===== config.mk =====
export PLATFORM = sky130hd
export DESIGN_NAME = sorted_set_insert_delete_top
export DESIGN_NICKNAME = d
export VERILOG_FILES = /design/src/hw/rtl/ssid_pkg.sv /design/src/hw/rtl/ssid_cell.sv /design/src/hw/rtl/sorted_set_insert_delete_top.sv
export VERILOG_INCLUDE_DIRS = /design/src /design/src/hw/rtl
export SDC_FILE = /design/constraint.sdc
export NUM_CORES = 2
export LEC_CHECK = 0
export ABC_CLOCK_PERIOD_IN_PS = 5600
export BUFFER_PORTS_ARGS = -buffer_cell sky130_fd_sc_hd__buf_4
export CORE_MARGIN = 2
export CORE_UTILIZATION = 45
export CTS_CLUSTER_DIAMETER = 80
export DETAILED_ROUTE_END_ITERATION = 10
export GPL_ROUTABILITY_DRIVEN = 0
export GPL_TIMING_DRIVEN = 0
export SLEW_MARGIN = 20
export SYNTH_ARGS = -nofsm -noshare
export SYNTH_HDL_FRONTEND = slang
export SYNTH_SLANG_ARGS = --single-unit
export TNS_END_PERCENT = 20

===== constraint.sdc =====
create_clock -name clk_i -period 5.6 [get_ports clk_i]
set_input_delay 0.28 -clock clk_i [delete_from_list [all_inputs] [get_ports clk_i]]
set_output_delay 0.28 -clock clk_i [all_outputs]
set_load 0.02 [all_outputs]

===== src/hw/rtl/assert_macros.svh =====
// Assertion macros shared by the RTL of the sorted-set block.
// Relies on clk_i and rst_ni being visible in the including module.
`ifndef ASSERT_MACROS_SVH
`define ASSERT_MACROS_SVH

// Check a property on every rising clock edge outside reset.
`define SSID_ASSERT(lbl, prop) \
  lbl: assert property (@(posedge clk_i) disable iff (!rst_ni) (prop)) \
    else $error("sorted set assertion failed");

// Check that a condition never holds outside reset.
`define SSID_NEVER(lbl, cond) \
  `SSID_ASSERT(lbl, !(cond))

`endif


===== src/hw/rtl/ssid_pkg.sv =====
// Package for the sorted-set block: transaction structs, operation codes
// and cell control. No dependencies.
`default_nettype none

package ssid_pkg;

  localparam int unsigned MaxOut = 16;

  typedef enum logic [1:0] {
    OP_INSERT = 2'd0,
    OP_DELETE = 2'd1,
    OP_DUMP   = 2'd2
  } ssid_op_e;

  typedef enum logic [1:0] {
    KIND_ACK   = 2'd0,
    KIND_ELEM  = 2'd1,
    KIND_EMPTY = 2'd2
  } ssid_kind_e;

  typedef enum logic [1:0] {
    CELL_HOLD   = 2'd0,
    CELL_INSERT = 2'd1,
    CELL_DELETE = 2'd2,
    CELL_ROTATE = 2'd3
  } ssid_cell_op_e;

  typedef enum logic {
    ST_IDLE = 1'b0,
    ST_DUMP = 1'b1
  } ssid_state_e;

  typedef struct packed {
    logic [1:0]         opcode;
    logic signed [31:0] operand_value;
  } ssid_in_t;

  typedef struct packed {
    logic [1:0]         result_kind;
    logic signed [31:0] element_value;
    logic               last_flag;
    logic               changed_flag;
    logic               full_drop_flag;
    logic [4:0]         entry_count;
  } ssid_out_t;

  // Broadcast from the controller to every cell.
  typedef struct packed {
    ssid_cell_op_e      op;
    logic signed [31:0] operand;
  } ssid_cell_ctrl_t;

endpackage

`default_nettype wire


===== src/hw/rtl/ssid_cell.sv =====
// One cell of the sorted chain: holds one value, compares it against the
// broadcast operand and takes a neighbour's value on shifts. Uses ssid_pkg.
`default_nettype none

module ssid_cell
  import ssid_pkg::*;
(
  input  wire logic               clk_i,
  input  wire ssid_cell_ctrl_t    ctrl_i,
  input  wire logic               occupied_i,
  input  wire logic               left_less_i,
  input  wire logic signed [31:0] left_val_i,
  input  wire logic signed [31:0] right_val_i,
  output logic                    less_o,
  output logic                    eq_o,
  output logic signed [31:0]      val_o
);

  logic signed [31:0] val_q, val_d;

  // Compare the held value with the operand
  assign less_o = occupied_i && (val_q < ctrl_i.operand);
  assign eq_o   = occupied_i && (val_q == ctrl_i.operand);
  assign val_o  = val_q;

  // Pick the next value: open a gap, close a gap or rotate
  always_comb begin
    val_d = val_q;
    unique case (ctrl_i.op)
      CELL_HOLD: val_d = val_q;
      CELL_INSERT: begin
        if (!less_o) begin
          val_d = left_less_i ? ctrl_i.operand : left_val_i;
        end
      end
      CELL_DELETE: begin
        if (!less_o) begin
          val_d = right_val_i;
        end
      end
      CELL_ROTATE: val_d = right_val_i;
      default: val_d = val_q;
    endcase
  end

  always_ff @(posedge clk_i) begin
    val_q <= val_d;
  end

endmodule

`default_nettype wire


===== src/hw/rtl/sorted_set_insert_delete_top.sv =====
// Top level of the sorted-set block: controller, entry count, output
// register and the chain of ssid_cell instances. Uses ssid_pkg and macros.
//
//  channel | direction | handshake                | payload
//  in      | input     | in_valid_i / in_ready_o  | in_data_i  (ssid_in_t)
//  out     | output    | out_valid_o / out_ready_i| out_data_o (ssid_out_t)
//
// Insert and delete are done in place: every cell compares in parallel and
// the chain shifts by one place in the same edge.
// A dump rotates the ring of cells once, stalling on a full output register,
// emitting cell 0 while fewer than min(count, 16) values have gone out.
// No input is taken during a dump or while the output register stays full.
// Reset clears the entry count, rotation index, controller and output valid only.
`default_nettype none

`include "assert_macros.svh"

module sorted_set_insert_delete_top
  import ssid_pkg::*;
#(
  parameter int unsigned CAPACITY = 16
) (
  input  wire logic      clk_i,
  input  wire logic      rst_ni,
  input  wire logic      in_valid_i,
  output logic           in_ready_o,
  input  wire ssid_in_t  in_data_i,
  output logic           out_valid_o,
  input  wire logic      out_ready_i,
  output ssid_out_t      out_data_o
);

  localparam int unsigned IdxW = (CAPACITY > 1) ? $clog2(CAPACITY) : 1;
  localparam int unsigned CntW = $clog2(CAPACITY + 1);
  localparam int unsigned LimW = (CntW > 5) ? CntW : 5;

  ssid_state_e       state_q, state_d;
  logic [CntW-1:0]   count_q, count_d;
  logic [IdxW-1:0]   rot_q, rot_d;
  logic              out_valid_q, out_valid_d;
  ssid_out_t         out_q, out_d;

  ssid_cell_ctrl_t    cell_ctrl;
  logic [CAPACITY-1:0] less_w, eq_w;
  logic signed [31:0] val_w [CAPACITY];

  logic            accept, out_free, found, full, do_insert, do_delete;
  logic            dump_emit, dump_last, dump_step, dump_done, load_out;
  logic [LimW-1:0] cnt_ext, dump_lim, rot_ext;

  // Build the chain; cell 0 sees a "less" left neighbour, the ends wrap
  for (genvar i = 0; i < CAPACITY; i++) begin : g_cell
    localparam int unsigned Left  = (i == 0) ? CAPACITY - 1 : i - 1;
    localparam int unsigned Right = (i == CAPACITY - 1) ? 0 : i + 1;
    logic left_less;
    logic occupied;
    assign left_less = (i == 0) ? 1'b1 : less_w[Left];
    assign occupied  = CntW'(i) < count_q;
    ssid_cell u_cell (
      .clk_i       (clk_i),
      .ctrl_i      (cell_ctrl),
      .occupied_i  (occupied),
      .left_less_i (left_less),
      .left_val_i  (val_w[Left]),
      .right_val_i (val_w[Right]),
      .less_o      (less_w[i]),
      .eq_o        (eq_w[i]),
      .val_o       (val_w[i])
    );
  end

  // Decode the set state for the incoming transaction
  assign found     = |eq_w;
  assign full      = count_q == CntW'(CAPACITY);
  assign out_free  = !out_valid_q || out_ready_i;
  assign accept    = in_valid_i && in_ready_o;
  assign do_insert = accept && (in_data_i.opcode == OP_INSERT) && !found && !full;
  assign do_delete = accept && (in_data_i.opcode == OP_DELETE) && found;

  // Dump window: emit while the rotation index is below min(count, 16)
  assign cnt_ext   = LimW'(count_q);
  assign dump_lim  = (cnt_ext > LimW'(MaxOut)) ? LimW'(MaxOut) : cnt_ext;
  assign rot_ext   = LimW'(rot_q);
  assign dump_emit = rot_ext < dump_lim;
  assign dump_last = rot_ext == (dump_lim - LimW'(1));
  assign dump_step = (state_q == ST_DUMP) && (dump_emit ? out_free : 1'b1);
  assign dump_done = dump_step && (rot_q == IdxW'(CAPACITY - 1));

  // Next state
  always_comb begin
    state_d = state_q;
    unique case (state_q)
      ST_IDLE: begin
        if (accept && (in_data_i.opcode == OP_DUMP) && (count_q != '0)) begin
          state_d = ST_DUMP;
        end
      end
      ST_DUMP: begin
        if (dump_done) begin
          state_d = ST_IDLE;
        end
      end
      default: state_d = ST_IDLE;
    endcase
  end

  // Controller outputs: input ready, cell command, output load
  always_comb begin
    in_ready_o        = 1'b0;
    cell_ctrl.op      = CELL_HOLD;
    cell_ctrl.operand = in_data_i.operand_value;
    load_out          = 1'b0;
    unique case (state_q)
      ST_IDLE: begin
        in_ready_o = out_free;
        if (do_insert) begin
          cell_ctrl.op = CELL_INSERT;
        end else if (do_delete) begin
          cell_ctrl.op = CELL_DELETE;
        end
        load_out = accept && !((in_data_i.opcode == OP_DUMP) && (count_q != '0));
      end
      ST_DUMP: begin
        if (dump_step) begin
          cell_ctrl.op = CELL_ROTATE;
        end
        load_out = dump_step && dump_emit;
      end
      default: in_ready_o = 1'b0;
    endcase
  end

  // Entry count and rotation index
  always_comb begin
    count_d = count_q;
    if (do_insert) begin
      count_d = count_q + CntW'(1);
    end else if (do_delete) begin
      count_d = count_q - CntW'(1);
    end
    rot_d = rot_q;
    if (dump_done) begin
      rot_d = '0;
    end else if (dump_step) begin
      rot_d = rot_q + IdxW'(1);
    end
  end

  // Form the result for the output register
  always_comb begin
    out_d                = '0;
    out_d.entry_count    = 5'(count_d);
    out_d.last_flag      = 1'b1;
    if (state_q == ST_DUMP) begin
      out_d.result_kind   = KIND_ELEM;
      out_d.element_value = val_w[0];
      out_d.last_flag     = dump_last;
    end else begin
      unique case (in_data_i.opcode)
        OP_INSERT: begin
          out_d.result_kind    = KIND_ACK;
          out_d.changed_flag   = do_insert;
          out_d.full_drop_flag = !found && full;
        end
        OP_DELETE: begin
          out_d.result_kind  = KIND_ACK;
          out_d.changed_flag = do_delete;
        end
        OP_DUMP: out_d.result_kind = KIND_EMPTY;
        default: out_d.result_kind = KIND_ACK;
      endcase
    end
  end

  // Hold a result until the sink takes it
  always_comb begin
    out_valid_d = out_valid_q;
    if (load_out) begin
      out_valid_d = 1'b1;
    end else if (out_ready_i) begin
      out_valid_d = 1'b0;
    end
  end

  always_ff @(posedge clk_i or negedge rst_ni) begin
    if (!rst_ni) begin
      state_q     <= ST_IDLE;
      count_q     <= '0;
      rot_q       <= '0;
      out_valid_q <= 1'b0;
    end else begin
      state_q     <= state_d;
      count_q     <= count_d;
      rot_q       <= rot_d;
      out_valid_q <= out_valid_d;
    end
  end

  always_ff @(posedge clk_i) begin
    if (load_out) begin
      out_q <= out_d;
    end
  end

  assign out_valid_o = out_valid_q;
  assign out_data_o  = out_q;

  `SSID_NEVER(a_count_bound, count_q > CntW'(CAPACITY))
  `SSID_ASSERT(a_dump_blocks_input, (state_q == ST_DUMP) |-> !in_ready_o)
  `SSID_ASSERT(a_insert_counts, do_insert |=> (count_q == $past(count_q) + CntW'(1)))
  `SSID_NEVER(a_load_over_full, load_out && out_valid_q && !out_ready_i)

endmodule

`default_nettype wire

### Word-level counts from Yosys, hierarchy flattened

Cells that the tools add are included.

* register bits: 565
* output and inout port bits: 44
* logic and storage cells: 279
* input port bits: 38

* order comparisons: 34
* add/subtract/negate cells: 4
* mux-type cells: 82
* bitwise operators: 3
* equality and inequality tests: 56
* reductions and logical operators: 74

Operators by type and width (count)
* $pmux W32 S3: 16
* $mux W32: 47
* $eq A32 B32 Y1: 16
* $lt A32 B32 Y1: 16
* $ne A2 B2 Y1 const B: 32
* $reduce_and A3 Y1: 16
* $logic_and A1 B1 Y1: 46
* $lt A4 B5 Y1 const A: 8
* $lt A3 B5 Y1 const A: 4
* $reduce_or A16 Y1: 1
* $mux W5: 3
* $lt A1 B5 Y1 const A: 2
* $lt A2 B5 Y1 const A: 2
* $sub A5 B1 Y5 const B: 2
* $mux W2: 4
* $mux W4: 2
* $eq A2 B2 Y1 const B: 3
* $mux W1: 6
* $pmux W1 S2: 3
* $add A5 B1 Y5 const B: 1
* $eq A4 B5 Y1: 1
* $eq A5 B5 Y1 const B: 1
* $gt A5 B5 Y1 const B: 1
* $lt A4 B5 Y1: 1
* other kinds (11): 19

### Depth between registers and ports, before layout

* depth in word-level cells: 12
* gate-level depth with buffers: 14
* depth with buffers taken out: 11

### Cells and area by module

A second synthesis with hierarchy kept.

* cell total of the unflattened synthesis: 4443
* area, all modules: 43113.8 sq um

Modules (own cells, without submodules)
* ssid_cell: instances 16, area each 2528.7 sq um, sequential area each 960.9 sq um, cells each 264
* sorted_set_insert_delete_top: instances 1, area each 2655.0 sq um, sequential area each 1536.5 sq um, cells each 219

### Worst setup path before layout

Ideal clock, no wire load.

* path kind: input to register
* start point: input in_data_i[23] (netlist name)
* end point: register g_cell[0].u_cell.val_q[0] (enable)
* slack: -0.163 ns
* buffers on the path: 2
* stages on the path: 12
* required time: 5.134 ns
* setup time: 0.466 ns
* data arrival time: 5.297 ns
* cell sequence: clkbuf_1 inv_1 ha_1 nand4_1 or3_1 or4_1 o221ai_2 nor4_2 o211ai_4 mux2i_1 clkbuf_1 o21ai_0

* longest elaborated chain between the ends: 11
* elaborated cells on any way between the ends: 49
* classes of those cells: order compare: 1; eq/ne: 20; mux: 3; bitwise: 1; reduce/logical: 24

Ends and longest elaborated chain
* start: declaration: RTL line sorted_set_insert_delete_top.sv:27 `input wire ssid_in_t in_data_i,`
* $eq A32 B32 Y1: RTL line ssid_cell.sv:23 `assign eq_o = occupied_i && (val_q == ctrl_i.operand);`
* $logic_and A1 B1 Y1: RTL line ssid_cell.sv:23
* $reduce_or A16 Y1: RTL line sorted_set_insert_delete_top.sv:73 `assign found = |eq_w;`
* $logic_not A1 Y1: RTL line sorted_set_insert_delete_top.sv:77 `assign do_insert = accept && (in_data_i.opcode == OP_INSERT) && !found && !full;`
* $logic_and A1 B1 Y1 (2 in series): RTL line sorted_set_insert_delete_top.sv:77
* $mux W2: RTL line sorted_set_insert_delete_top.sv:116 `if (do_insert) begin`
* $pmux W2 S2: RTL line sorted_set_insert_delete_top.sv:113 `unique case (state_q)`
* $eq A2 B2 Y1 (tied with other cells): RTL line ssid_cell.sv:29 `unique case (ctrl_i.op)`
* $ne A2 B2 Y1 (no source line) or $not A1 Y1 (tied branches)
* $reduce_and A3 Y1 (no source line) (*)
* end signal: assignment: RTL line ssid_cell.sv:47 `val_q <= val_d;`
* end: declaration: RTL line ssid_cell.sv:19 `logic signed [31:0] val_q, val_d;`

Mark *: on every way between the ends. The rest lies on a longest branch, timed or not.
A chain may end at the register's enable or synchronous reset.

### Worst setup path after layout

* start point: input in_data_i[20] (netlist name)
* end point: register g_cell[2].u_cell.val_q[20] (enable)

* longest elaborated chain between the ends: 11
* elaborated cells on any way between the ends: 49
* classes of those cells: order compare: 1; eq/ne: 20; mux: 3; bitwise: 1; reduce/logical: 24

Ends and longest elaborated chain (RTL line)
* $eq A32 B32 Y1: ssid_cell.sv:23
* $logic_and A1 B1 Y1: ssid_cell.sv:23
* $reduce_or A16 Y1: sorted_set_insert_delete_top.sv:73
* $logic_not A1 Y1: sorted_set_insert_delete_top.sv:77
* $logic_and A1 B1 Y1 (2 in series): sorted_set_insert_delete_top.sv:77
* $mux W2: sorted_set_insert_delete_top.sv:116
* $pmux W2 S2: sorted_set_insert_delete_top.sv:113
* $eq A2 B2 Y1 (tied with other cells): ssid_cell.sv:29
* $ne A2 B2 Y1 (no source line) or $not A1 Y1 (tied branches)
* $reduce_and A3 Y1 (no source line) (*)
* end signal: assignment: ssid_cell.sv:47
* end: declaration: ssid_cell.sv:19

Marked as above.

==> flow_summary_export.csv <==
group,metric,value,unit
cts,cts.clk_slew.worst_paths,0.06,ns
synthesis,synth_seq_cells,565,
floorplanning,pin_count,82,
placed_design,dpl_cell_area,0.0476,mm2
drt,wirelength,147000,um
worst_setup_path,crit_type,"in -> reg",
synthesis,syn-cell-area,0.0444,mm2
cts,cts-root-buf,"clkbuf_16",
sta,setup_viol,0,
grt,grt_max_degree,19,
grt,gr-usage-met1,40.0,%
sta,setup_slack,0.0209,ns
grt,antenna_found_initial,2,
finish,finish.utilization,51.0,%
drt,drt_pass1_iterations,6,
synthesis,avgSynthCellArea,13.2,um2
floorplanning,rows,115,
sta,slew_headroom,24.8,%
worst_setup_path,cpPeakStageDelay,0.78,ns
worst_hold_path,hp-class,"in -> reg",
sta,min_period,5.58,ns
sta,post-route-period-util,99.6,%
sta,skew,0.0240,ns
grt,grt_busiest_layer,"met2",
synthesis,synth_area_leaders,"edfxtp_1, mux2_4, ha_1, mux2_2, buf_12",
drt,initialDrtViolationCount,2920,
sta,slew_violations,0,
floorplanning,die_y,318,um
finish,area_growth,12.7,%
sta,hold_viol,0,
finish,drive_gt1_share,35.6,%
floorplanning,core,0.0981,mm2
synthesis,syn_nets,3930,
sta,rsz0062_at_grt,"true",
synthesis,yosysSeqAreaShare,38.1,%
run,maxCapViolCount,0,
synthesis,yosysUniqueCellTypes,75,
cts,insertion_delay,0.65,ns
worst_setup_path,path_max_fanout,16,
synthesis,yosysWarnings,0,
floorplanning,fp.dieW,318,um
floorplanning,start_util,45.3,%
worst_setup_path,crit_chain,"buf_4 -> clkbuf_1 -> inv_1 -> ha_1 -> nand4_1 -> nor4_2 -> nand3_1 -> o41ai_2 -> nor2_1 -> o211ai_4 -> mux2i_4 -> clkbuf_2 -> o21ai_4 -> buf_16 -> buf_16",
sta,worstMarginPinSlew,1.12,ns
floorplanning,fp.dieArea,0.101,mm2
finish,nNetsFinal,4123,
grt,grt_pass1_wl,214000,um
cts,cts_max_level,3,
drt,vias_per_cell,6.23,
synthesis,synth_commonest_cells,"edfxtp_1, ha_1, mux2_2",
drt,wl_per_cell,30.0,um
worst_setup_path,crit_required,5.99,ns
synthesis,synth_top_cell_by_area,"edfxtp_1",
worst_setup_path,slowest_stage,"nor4_2",
cts,numCtsBuffers,73,
synthesis,yosysMostFrequentCell,"edfxtp_1",
placed_design,place_ws,-1.46,ns
cts,clkSinkCount,565,
grt,grt_use_met2,44.5,%
synthesis,synth.top_cell.area_share,37.4,%
placed_design,portBuffers,80,
synthesis,synth-async-reset-ratio,1.95,%
sta,max_freq,179,MHz
worst_setup_path,arrival,5.97,ns
worst_setup_path,startpoint_type,"input port",
sta,fin_tns_setup,0,ns
drt,ant_nets,0,
finish,fin_area,0.0501,mm2
cts,cts_tree,"yes",
synthesis,synth_edf_count,554,
grt,grt_pass1_vias,30527,
grt,grt_use_total,28.6,%
drt,drc,0,
grt,grt-ovfl-total,0,
drt,vias,30573,
cts,clockBufferDepth,3,
run_status,status,"complete, no violations",
placed_design,dpl.hpwl,115000,um
worst_setup_path,cpMostUsedCell,"buf_16",
grt,globalRouteMet3Util,4.46,%
synthesis,synth_cells,3370,
synthesis,ys.flop_type,"edfxtp_1",
worst_setup_path,endpoint_kind,"flop",
state kept, by name, summed over array words and instances, names as in the netlist:
| name | count |
|---|---|
| out_valid_o | 1 |
| g_cell.u_cell.val_o | 512 |
| rot_q | 4 |
| cnt_ext | 5 |
| out_data_o | 42 |
| state_q | 1 |
cells by family (layout without fill, tap and decap cells):
group | Yosys count | in the layout | synth area share, %
mux | 983 | 983 | 28.7
flops | 565 | 565 | 38.1
compound gates | 540 | 540 | 7.89
fa+ha+maj | 522 | 522 | 14.7
simple gates | 504 | 504 | 6.39
buf+inv | 247 | 495 | 4.08
xor+xnor | 9 | 9 | 0.177
other cells | 0 | 2 | 0
area by class of cell:
type / count / area, um2
tap: 1287 / 1610
antenna: 2 / 5.00
sequential: 565 / 16900
fill: 8632 / 48100
clock inverter: 33 / 305
multi-input combinational: 2558 / 26000
clock buffer: 97 / 2040
buffer: 171 / 1530
timing repair buffer: 118 / 1380
inverter: 76 / 289
routing by layer:
metal	up-vias	routed length [um]
met1	15376	65900
met4	0	6110
met2	1191	65300
met3	250	10000
li1	13756	-
met5	-	0
path summary, 6_finish.rpt:
check | startpoint | endpoint | slack (ns) | depth (start not counted)
hold / removal | in_valid_i | state_q | 0.06 | 4
max in group asynchronous | rst_ni | rot_q[3] | 4.51 | 3
hold reg to reg | rot_q[0] | rot_q[0] | 0.57 | 1
setup reg to reg | g_cell[3].u_cell.val_o[31] | g_cell[2].u_cell.val_o[20] | 0.64 | 12
setup / recovery | in_data_i[20] | g_cell[2].u_cell.val_o[20] | 0.02 | 15
min in group asynchronous | rst_ni | cnt_ext[0] | 0.71 | 3
worst max-delay path, delay by kind of cell:
family	cells	cell delay (ns)
compound gates	3	0.75
buf+inv	6	2.32
simple gates	4	1.59
mux	1	0.45
fa+ha+maj	1	0.51
per-stage QoR:
stage	hold slack [ns]	instances
6_report	0.0641	4907
5_1_grt	0.0644	4906
4_1_cts	0.0241	4905
3_5_place_dp	0.135	4767
3_3_place_gp	0.132	4737
2_1_floorplan	-0.0156	3370
repair_timing:
action	4_1_cts	5_1_grt
setup endpoints to repair	335	92
endpoints found under the hold margin	13	0
resized for setup	3	4
setup buffers	3	0
hold buffers	5	0
cell usage in the layout, fill, tap and decap left out, drive strengths merged, types with 8 or more instances in the layout:
master	Yosys	final
or4	8	8
nor3	42	42
mux2i	39	39
and2	36	36
o31ai	8	8
a21o	94	94
a21oi	189	189
nand2	92	92
a221o	21	21
dfrtp	11	11
o21ai	98	98
buf	83	195
inv	76	76
and4	10	10
nor2	44	44
o211ai	20	20
edfxtp	554	554
a221oi	14	14
nor2b	34	34
a211oi	14	14
nand4	123	123
or3	14	14
nand3	27	27
clkbuf	88	185
ha	522	522
nand2b	15	15
mux2	944	944
clkinv	0	26
o41ai	24	24
nor4	38	38
Power is not shown: default switching activity piles up to over one toggle a cycle in this logic, so the estimate is an artifact.
